$ cat src/sv/far_pkg.sv
// Shared types for the fraction add-and-reduce block.
package far_pkg;

  // Sequencer states, one-hot.
  typedef enum logic [11:0] {
    ST_IDLE = 12'b0000_0000_0001,
    ST_GCD1 = 12'b0000_0000_0010,
    ST_DIVA = 12'b0000_0000_0100,
    ST_DIVB = 12'b0000_0000_1000,
    ST_MUL1 = 12'b0000_0001_0000,
    ST_MUL2 = 12'b0000_0010_0000,
    ST_MUL3 = 12'b0000_0100_0000,
    ST_CHK  = 12'b0000_1000_0000,
    ST_GCD2 = 12'b0001_0000_0000,
    ST_DIVN = 12'b0010_0000_0000,
    ST_DIVD = 12'b0100_0000_0000,
    ST_DONE = 12'b1000_0000_0000
  } far_state_e;

  // Control shared by every cell of the divider row.
  typedef struct packed {
    logic clear;
    logic step;
  } far_cell_ctrl_t;

endpackage

$ cat src/sv/fraction_add_reduce_core.sv
// Top level: adds two fractions and returns the sum in lowest terms.
//
// Usage: one input transfer on the s_axis group carries both fractions, each a
// signed numerator and a positive denominator (a zero denominator counts as one).
// One output transfer on the m_axis group carries the reduced sum; its
// denominator is always positive and a zero sum is returned as 0/1.
// Items are worked one at a time. The sequencer runs a binary gcd of the
// denominators, two divisions by that gcd, three multiplies, a gcd of the sum
// magnitude with the common denominator and two final divisions. Each division
// yields one quotient bit per cycle in the row of remainder cells; each gcd
// makes shift or subtract steps, at most about twice the combined width of its
// operands. A zero sum skips the second gcd and the last two divisions. The
// next input transfer can be taken in the cycle after the result is loaded.
// The result waits in an output register, so the next item is taken while the
// receiver stalls; only a second finished result waits for that register.
// Reset clears the sequencer and the output valid flag; no state spans items.
module fraction_add_reduce_core
  import far_pkg::*;
#(
  parameter int DATA_BITS = 16
) (
  input  logic clk_i,
  input  logic rst_ni,
  // first_numerator, first_denominator, second_numerator, second_denominator
  input  logic [((4*DATA_BITS-2+7)/8)*8-1:0] s_axis_tdata_i,
  input  logic s_axis_tvalid_i,
  output logic s_axis_tready_o,
  // sum_numerator, sum_denominator
  output logic [((((3*DATA_BITS > 64) ? 64 : 3*DATA_BITS) + 2*DATA_BITS-2 + 7)/8)*8-1:0]
               m_axis_tdata_o,
  output logic m_axis_tvalid_o,
  input  logic m_axis_tready_i
);

  localparam int D       = DATA_BITS;
  localparam int DW      = D - 1;
  localparam int W       = 2 * D;
  localparam int DEN_W   = 2 * D - 2;
  localparam int NUM_W   = (3 * D > 64) ? 64 : 3 * D;
  localparam int OUT_RAW = NUM_W + DEN_W;

  far_state_e state_q, state_d;

  logic signed [D-1:0] n1_q, n2_q;
  logic [DW-1:0]       d1_q, d2_q, a_q, b_q;
  logic [W-1:0]        g_q, mag_q;
  logic [DEN_W-1:0]    lcm_q, rden_q;
  logic signed [W-1:0] p_q, sum_q, rnum_q;
  logic                neg_q;

  logic [NUM_W-1:0]    onum_q;
  logic [DEN_W-1:0]    oden_q;
  logic                ovalid_q;

  logic                in_acc;
  logic [DW-1:0]       in_d1, in_d2;
  logic signed [D-1:0] mul_a, mul_b;
  logic signed [W-1:0] prod;
  logic [W-1:0]        mag;

  logic                gcd_start, gcd_done;
  logic [W-1:0]        gcd_x, gcd_y, gcd_g;
  logic                div_start, div_done;
  logic [W-1:0]        div_n, div_d, div_q;

  assign s_axis_tready_o = (state_q == ST_IDLE);
  assign in_acc          = s_axis_tvalid_i && s_axis_tready_o;

  assign in_d1 = (s_axis_tdata_i[2*D-2:D] == '0) ? DW'(1) : s_axis_tdata_i[2*D-2:D];
  assign in_d2 = (s_axis_tdata_i[4*D-3:3*D-1] == '0) ? DW'(1)
                                                     : s_axis_tdata_i[4*D-3:3*D-1];

  // Magnitude of the sum; it always fits below the top bit.
  assign mag = sum_q[W-1] ? W'(-sum_q) : W'(sum_q);

  // Shared multiplier operands.
  always_comb begin
    mul_a = {1'b0, a_q};
    mul_b = {1'b0, d2_q};
    case (state_q)
      ST_MUL2: begin
        mul_a = n1_q;
        mul_b = {1'b0, b_q};
      end
      ST_MUL3: begin
        mul_a = n2_q;
        mul_b = {1'b0, a_q};
      end
      default: begin
        mul_a = {1'b0, a_q};
        mul_b = {1'b0, d2_q};
      end
    endcase
  end
  assign prod = mul_a * mul_b;

  // Starts and operands of the shared gcd and divider units.
  assign gcd_start = in_acc || (state_q == ST_CHK && sum_q != '0);
  assign gcd_x     = (state_q == ST_CHK) ? mag : W'(in_d1);
  assign gcd_y     = (state_q == ST_CHK) ? W'(lcm_q) : W'(in_d2);

  assign div_start = (gcd_done && (state_q == ST_GCD1 || state_q == ST_GCD2)) ||
                     (div_done && (state_q == ST_DIVA || state_q == ST_DIVN));

  always_comb begin
    div_n = W'(d1_q);
    div_d = gcd_g;
    case (state_q)
      ST_GCD1: begin
        div_n = W'(d1_q);
        div_d = gcd_g;
      end
      ST_DIVA: begin
        div_n = W'(d2_q);
        div_d = g_q;
      end
      ST_GCD2: begin
        div_n = mag_q;
        div_d = gcd_g;
      end
      ST_DIVN: begin
        div_n = W'(lcm_q);
        div_d = g_q;
      end
      default: begin
        div_n = W'(d1_q);
        div_d = gcd_g;
      end
    endcase
  end

  always_comb begin
    state_d = state_q;
    case (state_q)
      ST_IDLE: if (in_acc) state_d = ST_GCD1;
      ST_GCD1: if (gcd_done) state_d = ST_DIVA;
      ST_DIVA: if (div_done) state_d = ST_DIVB;
      ST_DIVB: if (div_done) state_d = ST_MUL1;
      ST_MUL1: state_d = ST_MUL2;
      ST_MUL2: state_d = ST_MUL3;
      ST_MUL3: state_d = ST_CHK;
      ST_CHK:  state_d = (sum_q == '0) ? ST_DONE : ST_GCD2;
      ST_GCD2: if (gcd_done) state_d = ST_DIVN;
      ST_DIVN: if (div_done) state_d = ST_DIVD;
      ST_DIVD: if (div_done) state_d = ST_DONE;
      ST_DONE: if (!ovalid_q || m_axis_tready_i) state_d = ST_IDLE;
      default: state_d = ST_IDLE;
    endcase
  end

  always_ff @(posedge clk_i or negedge rst_ni) begin
    if (!rst_ni) begin
      state_q  <= ST_IDLE;
      ovalid_q <= 1'b0;
    end else begin
      state_q <= state_d;
      if (state_q == ST_DONE && (!ovalid_q || m_axis_tready_i)) begin
        ovalid_q <= 1'b1;
      end else if (m_axis_tready_i) begin
        ovalid_q <= 1'b0;
      end
    end
  end

  // Working registers of the item in flight.
  always_ff @(posedge clk_i) begin
    if (in_acc) begin
      n1_q <= s_axis_tdata_i[D-1:0];
      d1_q <= in_d1;
      n2_q <= s_axis_tdata_i[3*D-2:2*D-1];
      d2_q <= in_d2;
    end
    if (gcd_done) begin
      g_q <= gcd_g;
    end
    case (state_q)
      ST_DIVA: if (div_done) a_q <= div_q[DW-1:0];
      ST_DIVB: if (div_done) b_q <= div_q[DW-1:0];
      ST_MUL1: lcm_q <= prod[DEN_W-1:0];
      ST_MUL2: p_q <= prod;
      ST_MUL3: sum_q <= p_q + prod;
      ST_CHK: begin
        mag_q <= mag;
        neg_q <= sum_q[W-1];
        if (sum_q == '0) begin
          rnum_q <= '0;
          rden_q <= DEN_W'(1);
        end
      end
      ST_DIVN: if (div_done) rnum_q <= neg_q ? -$signed(div_q) : $signed(div_q);
      ST_DIVD: if (div_done) rden_q <= div_q[DEN_W-1:0];
      default: begin
      end
    endcase
    if (state_q == ST_DONE && (!ovalid_q || m_axis_tready_i)) begin
      onum_q <= {{(NUM_W-W+1){rnum_q[W-1]}}, rnum_q[W-2:0]};
      oden_q <= rden_q;
    end
  end

  always_comb begin
    m_axis_tdata_o                   = '0;
    m_axis_tdata_o[NUM_W-1:0]        = onum_q;
    m_axis_tdata_o[OUT_RAW-1:NUM_W]  = oden_q;
  end
  assign m_axis_tvalid_o = ovalid_q;

  far_gcd #(.W(W)) u_gcd (
    .clk_i  (clk_i),
    .rst_ni (rst_ni),
    .start_i(gcd_start),
    .x_i    (gcd_x),
    .y_i    (gcd_y),
    .done_o (gcd_done),
    .gcd_o  (gcd_g)
  );

  far_div #(.W(W)) u_div (
    .clk_i     (clk_i),
    .rst_ni    (rst_ni),
    .start_i   (div_start),
    .dividend_i(div_n),
    .divisor_i (div_d),
    .done_o    (div_done),
    .quotient_o(div_q)
  );

  a_den_nonzero: assert property (@(posedge clk_i) disable iff (!rst_ni)
    m_axis_tvalid_o |-> m_axis_tdata_o[OUT_RAW-1:NUM_W] != '0)
    else $error("reduced denominator is zero");

  a_gcd_owner: assert property (@(posedge clk_i) disable iff (!rst_ni)
    gcd_done |-> (state_q == ST_GCD1 || state_q == ST_GCD2))
    else $error("gcd finished outside a gcd state");

  a_div_owner: assert property (@(posedge clk_i) disable iff (!rst_ni)
    div_done |-> (state_q == ST_DIVA || state_q == ST_DIVB ||
                  state_q == ST_DIVN || state_q == ST_DIVD))
    else $error("division finished outside a division state");

endmodule

$ cat src/sv/far_cell.sv
// One bit slice of the divider's partial remainder with its subtract stage.
module far_cell
  import far_pkg::*;
(
  input  logic           clk_i,
  input  logic           rst_ni,
  input  far_cell_ctrl_t ctrl_i,
  input  logic           shift_in_i,
  input  logic           div_bit_i,
  input  logic           borrow_i,
  input  logic           take_i,
  output logic           rem_o,
  output logic           borrow_o
);

  logic rem_q;
  logic diff;

  assign diff     = shift_in_i ^ div_bit_i ^ borrow_i;
  assign borrow_o = (~shift_in_i & div_bit_i) | (~(shift_in_i ^ div_bit_i) & borrow_i);
  assign rem_o    = rem_q;

  always_ff @(posedge clk_i or negedge rst_ni) begin
    if (!rst_ni) begin
      rem_q <= 1'b0;
    end else if (ctrl_i.clear) begin
      rem_q <= 1'b0;
    end else if (ctrl_i.step) begin
      rem_q <= take_i ? diff : shift_in_i;
    end
  end

endmodule

$ cat src/sv/far_div.sv
// Restoring divider built from a row of remainder cells, one quotient bit per cycle.
module far_div
  import far_pkg::*;
#(
  parameter int W = 32
) (
  input  logic         clk_i,
  input  logic         rst_ni,
  input  logic         start_i,
  input  logic [W-1:0] dividend_i,
  input  logic [W-1:0] divisor_i,
  output logic         done_o,
  output logic [W-1:0] quotient_o
);

  localparam int CW = $clog2(W + 1);

  logic [W-1:0]   dq_q;
  logic [W-1:0]   dvs_q;
  logic [CW-1:0]  cnt_q;
  logic           busy_q;
  logic           done_q;
  logic [W:0]     rem;
  logic [W+1:0]   borrow;
  logic           take;
  far_cell_ctrl_t ctrl;

  assign ctrl.clear = start_i;
  assign ctrl.step  = busy_q;
  assign borrow[0]  = 1'b0;
  // No borrow out of the top slice means the trial subtraction fits.
  assign take       = ~borrow[W+1];

  for (genvar i = 0; i <= W; i++) begin : g_cell
    logic sin;
    logic dbit;
    if (i == 0) begin : g_lo
      assign sin = dq_q[W-1];
    end else begin : g_hi
      assign sin = rem[i-1];
    end
    if (i < W) begin : g_db
      assign dbit = dvs_q[i];
    end else begin : g_top
      assign dbit = 1'b0;
    end
    far_cell u_cell (
      .clk_i     (clk_i),
      .rst_ni    (rst_ni),
      .ctrl_i    (ctrl),
      .shift_in_i(sin),
      .div_bit_i (dbit),
      .borrow_i  (borrow[i]),
      .take_i    (take),
      .rem_o     (rem[i]),
      .borrow_o  (borrow[i+1])
    );
  end

  always_ff @(posedge clk_i or negedge rst_ni) begin
    if (!rst_ni) begin
      busy_q <= 1'b0;
      done_q <= 1'b0;
      cnt_q  <= '0;
    end else begin
      done_q <= 1'b0;
      if (start_i) begin
        busy_q <= 1'b1;
        cnt_q  <= CW'(W);
      end else if (busy_q) begin
        cnt_q <= cnt_q - 1'b1;
        if (cnt_q == CW'(1)) begin
          busy_q <= 1'b0;
          done_q <= 1'b1;
        end
      end
    end
  end

  always_ff @(posedge clk_i) begin
    if (start_i) begin
      dq_q  <= dividend_i;
      dvs_q <= divisor_i;
    end else if (busy_q) begin
      dq_q <= {dq_q[W-2:0], take};
    end
  end

  assign done_o     = done_q;
  assign quotient_o = dq_q;

endmodule

$ cat src/sv/far_gcd.sv
// Binary gcd unit: one shift or subtract step per cycle.
module far_gcd
  import far_pkg::*;
#(
  parameter int W = 32
) (
  input  logic         clk_i,
  input  logic         rst_ni,
  input  logic         start_i,
  input  logic [W-1:0] x_i,
  input  logic [W-1:0] y_i,
  output logic         done_o,
  output logic [W-1:0] gcd_o
);

  localparam int KW = $clog2(W + 1);

  logic [W-1:0]  x_q, y_q, g_q;
  logic [KW-1:0] k_q;
  logic          busy_q, done_q;

  always_ff @(posedge clk_i or negedge rst_ni) begin
    if (!rst_ni) begin
      busy_q <= 1'b0;
      done_q <= 1'b0;
    end else begin
      done_q <= 1'b0;
      if (start_i) begin
        busy_q <= 1'b1;
      end else if (busy_q && (x_q == '0 || y_q == '0)) begin
        busy_q <= 1'b0;
        done_q <= 1'b1;
      end
    end
  end

  always_ff @(posedge clk_i) begin
    if (start_i) begin
      x_q <= x_i;
      y_q <= y_i;
      k_q <= '0;
    end else if (busy_q) begin
      if (x_q == '0) begin
        g_q <= y_q << k_q;
      end else if (y_q == '0) begin
        g_q <= x_q << k_q;
      end else if (!x_q[0] && !y_q[0]) begin
        x_q <= x_q >> 1;
        y_q <= y_q >> 1;
        k_q <= k_q + 1'b1;
      end else if (!x_q[0]) begin
        x_q <= x_q >> 1;
      end else if (!y_q[0]) begin
        y_q <= y_q >> 1;
      end else if (x_q >= y_q) begin
        x_q <= x_q - y_q;
      end else begin
        y_q <= y_q - x_q;
      end
    end
  end

  assign done_o = done_q;
  assign gcd_o  = g_q;

endmodule
$ cat config.mk
export PLATFORM = sky130hd
export DESIGN_NAME = fraction_add_reduce_core
export DESIGN_NICKNAME = d
export VERILOG_FILES = /design/src/sv/far_pkg.sv /design/src/sv/fraction_add_reduce_core.sv /design/src/sv/far_cell.sv /design/src/sv/far_div.sv /design/src/sv/far_gcd.sv
export SDC_FILE = /design/constraint.sdc
export NUM_CORES = 2
export LEC_CHECK = 0
export ABC_AREA = 1
export BUFFER_PORTS_ARGS = -buffer_cell sky130_fd_sc_hd__buf_4
export CORE_MARGIN = 4
export CORE_UTILIZATION = 44
export CTS_CLUSTER_DIAMETER = 30
export DETAILED_ROUTE_END_ITERATION = 10
export PLACE_DENSITY = 0.68
export SLEW_MARGIN = 25
export SYNTH_ARGS = -nofsm -noshare
export SYNTH_HDL_FRONTEND = slang
export SYNTH_SLANG_ARGS = --single-unit
export TNS_END_PERCENT = 30
$ cat constraint.sdc
create_clock -name clk_i -period 17.2 [get_ports clk_i]
set_clock_uncertainty 0.05 [all_clocks]
set_input_delay 0.86 -clock clk_i [delete_from_list [all_inputs] [get_ports clk_i]]
set_output_delay 0.86 -clock clk_i [all_outputs]
set_load 0.01 [all_outputs]
# [After elaboration in Yosys (flattened, before gate mapping)]
# Index checks and enable logic that the tools add are counted.
[classes] n_addsub=7 mul=1 order_cmp=1 eq_ne=27 shifts=2 muxes=156 bitwise=226 n_reduce_logical=42
[op_table] op="$mux W32" n=26
[op_table] op="$pmux W12 S12" n=1
[op_table] op="$mux W1" n=108
[op_table] op="$mux W12" n=9
[op_table] op="$logic_not A32 Y1" n=3
[op_table] op="$pmux W32 S3" n=1
[op_table] op="$mux W30" n=3
[op_table] op="$not A1 Y1" n=68
[op_table] op="$and A1 B1 Y1" n=64
[op_table] op="$neg A32 Y32" n=2
[op_table] op="$pmux W32 S2" n=1
[op_table] op="$shl A32 B6 Y32" n=2
[op_table] op="$sub A32 B32 Y32" n=2
[op_table] op="$xor A1 B1 Y1" n=63
[op_table] op="$pmux W30 S2" n=1
[op_table] op="$add A32 B32 Y32" n=1
[op_table] op="$ge A32 B32 Y1" n=1
[op_table] op="$mul A16 B16 Y32" n=1
[op_table] op="$pmux W16 S2" n=1
[op_table] op="$reduce_bool A32 Y1" n=1
[op_table] op="$or A1 B1 Y1" n=31
[op_table] op="$logic_not A15 Y1" n=2
[op_table] op="$mux W15" n=2
[op_table] op="$pmux W15 S2" n=1
[op_table] op="other kinds (30)" n=67
[totals] regBits=596 inputBits=68 out_inout_bits=82 elab_cells=525

# [Logic depth before layout (Yosys ltp)]
[depth] depth_word=68 mapped_depth=47 depth_no_buf=45

# [By module]
# From an unflattened synthesis, not the netlist that was laid out.
[hier_totals] cells_unflattened=5289 area_unflattened_um2=44385.1
[modules_own_cells] module="fraction_add_reduce_core" n_inst=1 cells_each=3128 area_each_um2=28511.1 seq_area_each_um2=11587.4
[modules_own_cells] module="far_gcd" n_inst=1 cells_each=1551 area_each_um2=10377.5 seq_area_each_um2=3052.9
[modules_own_cells] module="far_cell" n_inst=33 cells_each=12 area_each_um2=83.8 seq_area_each_um2=25.0
[modules_own_cells] module="far_div" n_inst=1 cells_each=214 area_each_um2=2730.1 seq_area_each_um2=2122.0

# [Worst setup path before layout]
# OpenSTA, ideal clock, no wires.
[synth_timing] path_kind="reg2reg" from="reg u_div.dq_q[31] (netlist: u_div.quotient_o[31])" to="reg u_div.g_cell[25].u_cell.rem_q" setup_ps=148 t_arrival_ps=13163 required_ps=17002 setup_slack_ps=3839 path_stages_with_launch=40 path_buffers=2 synth_period_minus_slack_ps=13361 path_cell_list="edfxtp_1 -> inv_1 -> ha_1 -> fa_1 -> fa_1 -> fa_1 -> fa_1 -> fa_1 -> fa_1 -> fa_1 -> fa_1 -> fa_1 -> fa_1 -> fa_1 -> fa_1 -> fa_1 -> fa_1 -> fa_1 -> [4 not listed] -> fa_1 -> fa_1 -> fa_1 -> fa_1 -> fa_1 -> fa_1 -> fa_1 -> fa_1 -> fa_1 -> fa_1 -> fa_1 -> fa_1 -> nand2_1 -> clkbuf_1 -> clkbuf_1 -> nand2_1 -> o21ai_0 -> o22ai_1"
[synth_between] elab_chain_len=68 elab_cells_between_ends=69 cone_classes="mux: 3; bitwise: 66"
[synth_lines] item="start, declared" line_no="far_div.sv:18" text="logic [W-1:0] dq_q;"
[synth_lines] item="start signal, assigned" line_no="far_div.sv:82" text="dq_q <= dividend_i;"
[synth_lines] item="start signal, assigned" line_no="far_div.sv:85" text="dq_q <= {dq_q[W-2:0], take};"
[synth_lines] item="$not A1 Y1 *" line_no="far_cell.sv:20" text="assign borrow_o = (~shift_in_i & div_bit_i) | (~(shift_in_i ^ div_bit_i) & borrow_i);"
[synth_lines] item="$and A1 B1 Y1 * (2 in series)" line_no="far_cell.sv:20"
[synth_lines] item="$or A1 B1 Y1 *" line_no="far_cell.sv:20"
[synth_lines] item="$and A1 B1 Y1 *" line_no="far_cell.sv:20"
[synth_lines] item="$or A1 B1 Y1 *" line_no="far_cell.sv:20"
[synth_lines] item="$and A1 B1 Y1 *" line_no="far_cell.sv:20"
[synth_lines] item="$or A1 B1 Y1 *" line_no="far_cell.sv:20"
[synth_lines] item="$and A1 B1 Y1 *" line_no="far_cell.sv:20"
[synth_lines] item="[51 not listed]"
[synth_lines] item="$and A1 B1 Y1" line_no="far_cell.sv:20"
[synth_lines] item="$or A1 B1 Y1" line_no="far_cell.sv:20"
[synth_lines] item="$and A1 B1 Y1" line_no="far_cell.sv:20"
[synth_lines] item="$or A1 B1 Y1" line_no="far_cell.sv:20"
[synth_lines] item="$and A1 B1 Y1" line_no="far_cell.sv:20"
[synth_lines] item="$mux W1 *" line_no="far_cell.sv:29" text="rem_q <= take_i ? diff : shift_in_i;"
[synth_lines] item="$mux W1 *" line_no="far_cell.sv:28" text="end else if (ctrl_i.step) begin"
[synth_lines] item="$mux W1 *" line_no="far_cell.sv:26" text="end else if (ctrl_i.clear) begin"
[synth_lines] item="end signal, assigned" line_no="far_cell.sv:29"
[synth_lines] item="end, declared" line_no="far_cell.sv:16" text="logic rem_q;"
# Every way passes the cells marked *; elsewhere a longest branch is shown, timed or not. The select of a mux whose other input is x is not followed.
# A chain may end at the register's enable or synchronous reset.

# [Worst setup path in the final report]
[layout_timing] from="reg u_div.dq_q[31] (netlist: u_div.quotient_o[31])" to="reg u_div.g_cell[17].u_cell.rem_q"
[layout_between] elab_chain_len=68 elab_cells_between_ends=69 cone_classes="mux: 3; bitwise: 66"
[layout_lines] item="$not A1 Y1 *" line_no="far_cell.sv:20"
[layout_lines] item="$and A1 B1 Y1 * (2 in series)" line_no="far_cell.sv:20"
[layout_lines] item="$or A1 B1 Y1 *" line_no="far_cell.sv:20"
[layout_lines] item="$and A1 B1 Y1 *" line_no="far_cell.sv:20"
[layout_lines] item="$or A1 B1 Y1 *" line_no="far_cell.sv:20"
[layout_lines] item="$and A1 B1 Y1 *" line_no="far_cell.sv:20"
[layout_lines] item="$or A1 B1 Y1 *" line_no="far_cell.sv:20"
[layout_lines] item="$and A1 B1 Y1 *" line_no="far_cell.sv:20"
[layout_lines] item="[51 not listed]"
[layout_lines] item="$and A1 B1 Y1" line_no="far_cell.sv:20"
[layout_lines] item="$or A1 B1 Y1" line_no="far_cell.sv:20"
[layout_lines] item="$and A1 B1 Y1" line_no="far_cell.sv:20"
[layout_lines] item="$or A1 B1 Y1" line_no="far_cell.sv:20"
[layout_lines] item="$and A1 B1 Y1" line_no="far_cell.sv:20"
[layout_lines] item="$mux W1 *" line_no="far_cell.sv:29"
[layout_lines] item="$mux W1 *" line_no="far_cell.sv:28"
[layout_lines] item="$mux W1 *" line_no="far_cell.sv:26"
[layout_lines] item="end signal, assigned" line_no="far_cell.sv:29"
[layout_lines] item="end, declared" line_no="far_cell.sv:16"
# Marked as above.

==> run summary <==
================================================================================
Count of filler cells inserted in the layout                                8791
Clock sink count                                                             596
Count of buffers inserted at the top-level ports                             145
Worst Setup End Kind                                                        flop
Final setup violation count                                                    0
Clock transition at path regs                                              50 ps
Clock Latency Late Sink                                                   680 ps
# H-tree levels                                                                3
Floorplan die height                                                      319 um
Required @ worst endpoint                                               17660 ps
Initial core utilization                                                   44.5%
Peak clock frequency supported by timing                              0.0716 GHz
Clk root buf                                                           clkbuf_16
Synth-to-layout area growth                                                13.5%
Number of design rule violations left after detail routing                     0
Synth async-reset ratio                                                    9.23%
Path class of the lowest-slack min-delay path                       primary input to async pin
Post-route cell area                                                  48200 um^2
Top cell type by total area after synthesis                             edfxtp_1
Adder-cell share of the synthesized area                                   18.6%
Placement row count                                                          113
Wire length reported by the detailed router                            131000 um
Initial antenna violation count                                                1
Critical path start-end classification                              flop to flop
Cells taking the most area after synthesis                          edfxtp_1, fa_1, nand2_1
Average instance area after synthesis                                  8.99 um^2
Met3 wire len                                                           11400 um
Post-synth top cells                                                nand2_1, inv_1, edfxtp_1
Worst-path cell with the longest stage delay                               buf_4
Fraction of post-synthesis cell area in the top cell type by area          37.8%
CTS hold repair buffers                                                        0
Total iterations of the first detailed-routing run                             9
WL met2                                                                 60000 um
TritonCTS clock tree                                                         yes
RSZ-0062 raised after global routing                                          no
Violation count after the first detailed-routing iteration                  3977
Relative max-transition margin                                             29.3%
Library cell appearing most often on the critical path                      fa_1
Vias in the first global route                                             33117
Fraction of layout instances using a drive strength above 1                10.0%
Number of pins exceeding their max-slew limit in the final report              0
Dominant synthesized flop cell                                          edfxtp_1
Number of buffers inserted during clock tree synthesis                       108
Drt via density                                                             5.52
Mux contribution to synthesized area                                          0%
Peak fanout along the critical path                                           65
Category of the worst setup path launch point                               flop
Remaining global-route overflow                                                0
Global-route wire length before repair                                 201000 um
Register bit count reported by yosys                                         596
GRT Resource Usage Total                                                   25.7%
Fin nets                                                                    5357
Vias post-DR                                                               34125
Number of placed instances with taps included                               5981
Register area share after synthesis                                        41.4%
Top-Level Pins                                                               150
Max Buffers Root-to-Sink                                                       3
DIE WIDTH                                                                 319 um
Final Critical Period                                                   13960 ps
Worst Reg-to-Reg Cells                                                        38
DR top layer                                                                met4
Post-Syn Area                                                         42500 um^2
Synth unique cells                                                            58
Placer congestion estimate                                                  1.00
Routed length on met1                                                   55900 um
Area share of xor/xnor cells in the synthesized design                     2.54%
Number of gates resized after cts                                              0
Most frequent cell after synthesis                                       nand2_1
Count of final hold-check violations                                           0
Number of standard cells after synthesis                                    4724
Number of buffers inserted by post-CTS setup repair                            0
Post-DR wirelength/cell                                                  21.2 um
Antenna Violating Nets Remaining                                               0
DP Wirelength                                                          104000 um
Number of maximum-capacitance constraint violations                            0
Post-synthesis compound-gate area fraction                                 9.74%
Area fraction in and, or, nand and nor cells after synthesis               19.7%
Post-place instance area                                              44500 um^2
Sum of negative setup slack                                                 0 ps
Number of warnings reported in the yosys synthesis log                         0
Run status                                                          finished, final reports clean
Biggest cell delay along the critical path                                430 ps
Data arrival, critical path                                             14420 ps
Core area                                                             95300 um^2
Maximum number of pins on one net before global-route repair                  80
Main combinational cell family by area after synthesis              simple AND/OR/NAND/NOR gates
Post-synth EDFFs                                                             535
Pin slew with the least headroom to its limit                            1060 ps
Tcrit/Tclk final                                                           81.1%
Cell Count, Final, Fillers Out                                              6186
Die Footprint                                                        102000 um^2
================================================================================
==> critical path: cells and delay by family, from the launching register on <==
| family | cells | cell delay, ps |
|---|---|---|
| AO/OA/AOI/OAI | 2 | 240 |
| buffers and inverters | 2 | 500 |
| adder cells (fa/ha/maj) | 32 | 12420 |
| AND/OR/NAND/NOR | 2 | 200 |
| flip-flops | 1 | 360 |
==> per-layer routing <==
| layer | up-vias | GRT usage, % |
|---|---|---|
| li1 | 15789 | - |
| met1 | 16593 | 35.9 |
| met2 | 1532 | 40.9 |
| met3 | 211 | 4.80 |
| met4 | 0 | 7.84 |
| met5 | - | 0 |
==> sequential cells by signal, summed over array words and instances (netlist names), 15 cells and up <==
signal	count
a_q	15
b_q	15
d1_q	15
d2_q	15
g_q	32
lcm_q	30
mag_q	32
n1_q	16
n2_q	16
oden_q	30
onum_q	32
p_q	32
rden_q	30
rnum_q	32
sum_q	32
u_div.dvs_q	32
u_div.g_cell.u_cell.rem_o	32
u_div.quotient_o	32
u_gcd.gcd_o	32
u_gcd.x_q	32
u_gcd.y_q	32
==> metrics by stage <==
stage | hold WS, ps | util, % | setup WS (ps)
after detailed placement | 355 | 46.7 | 3310
after floorplan | 350 | - | 3840
after global routing | 258 | 50.6 | 2710
after global placement | 353 | 46.7 | 3450
final | 213 | 50.6 | 3240
after CTS | 217 | 50.6 | 3250
==> final cells by class <==
| class | instances | area [um^2] | area share (%) |
|---|---|---|---|
| antenna | 1 | 2.50 | 0.00519 |
| clock buffer | 122 | 2790 | 5.78 |
| clock inverter | 82 | 922 | 1.91 |
| inverter | 660 | 2480 | 5.14 |
| multi-input combinational | 3279 | 21500 | 44.6 |
| sequential | 596 | 17600 | 36.4 |
| tap | 1265 | 1580 | 3.28 |
| timing repair buffer | 181 | 1360 | 2.82 |
==> layout by cell type, fill, tap and decap left out, types with 14 or more instances in the layout <==
cell type	n
a31oi_1	30
o22ai_1	47
xor2_1	94
nor2_1	423
buf_4	181
o21bai_1	16
a21oi_2	21
a21oi_1	202
a41oi_1	14
o21ai_0	206
nor3_1	48
xnor2_1	29
clkbuf_16	109
ha_1	183
inv_1	625
nand3_1	310
nor4_1	18
nand4_1	42
a22o_1	30
edfxtp_1	535
or2_2	31
o21a_1	14
inv_6	14
fa_1	280
nand2_1	1099
a21o_1	18
o211ai_1	34
inv_2	31
dfrtp_1	54
==> logic make-up after synthesis <==
logic type / after synthesis
XOR/XNOR: 123
other: 1
AO/OA/AOI/OAI: 679
adder cells (fa/ha/maj): 463
AND/OR/NAND/NOR: 2012
flip-flops: 596
buffers and inverters: 850
==> path summary, 6_finish.rpt <==
check | from | endpoint | slack, ps
hold / removal | rst_ni | u_div.g_cell[15].u_cell.rem_o$_DFFE_PN0P_ | 210
min in group clk_i | s_axis_tdata_i[10] | n1_q[10]$_DFFE_PP_ | 300
setup / recovery | u_div.quotient_o[31]$_DFFE_PP_ | u_div.g_cell[17].u_cell.rem_o$_DFFE_PN0P_ | 3240
setup reg to reg | u_div.quotient_o[31]$_DFFE_PP_ | u_div.g_cell[17].u_cell.rem_o$_DFFE_PN0P_ | 3240
hold reg to reg | rnum_q[25]$_SDFFCE_PP0P_ | onum_q[25]$_DFFE_PP_ | 360
max in group asynchronous | rst_ni | m_axis_tvalid_o$_DFFE_PN0P_ | 16370
Power is left out: the tool's default activity adds up to more than one toggle a clock period on the data nets, which glitch-free logic cannot reach.
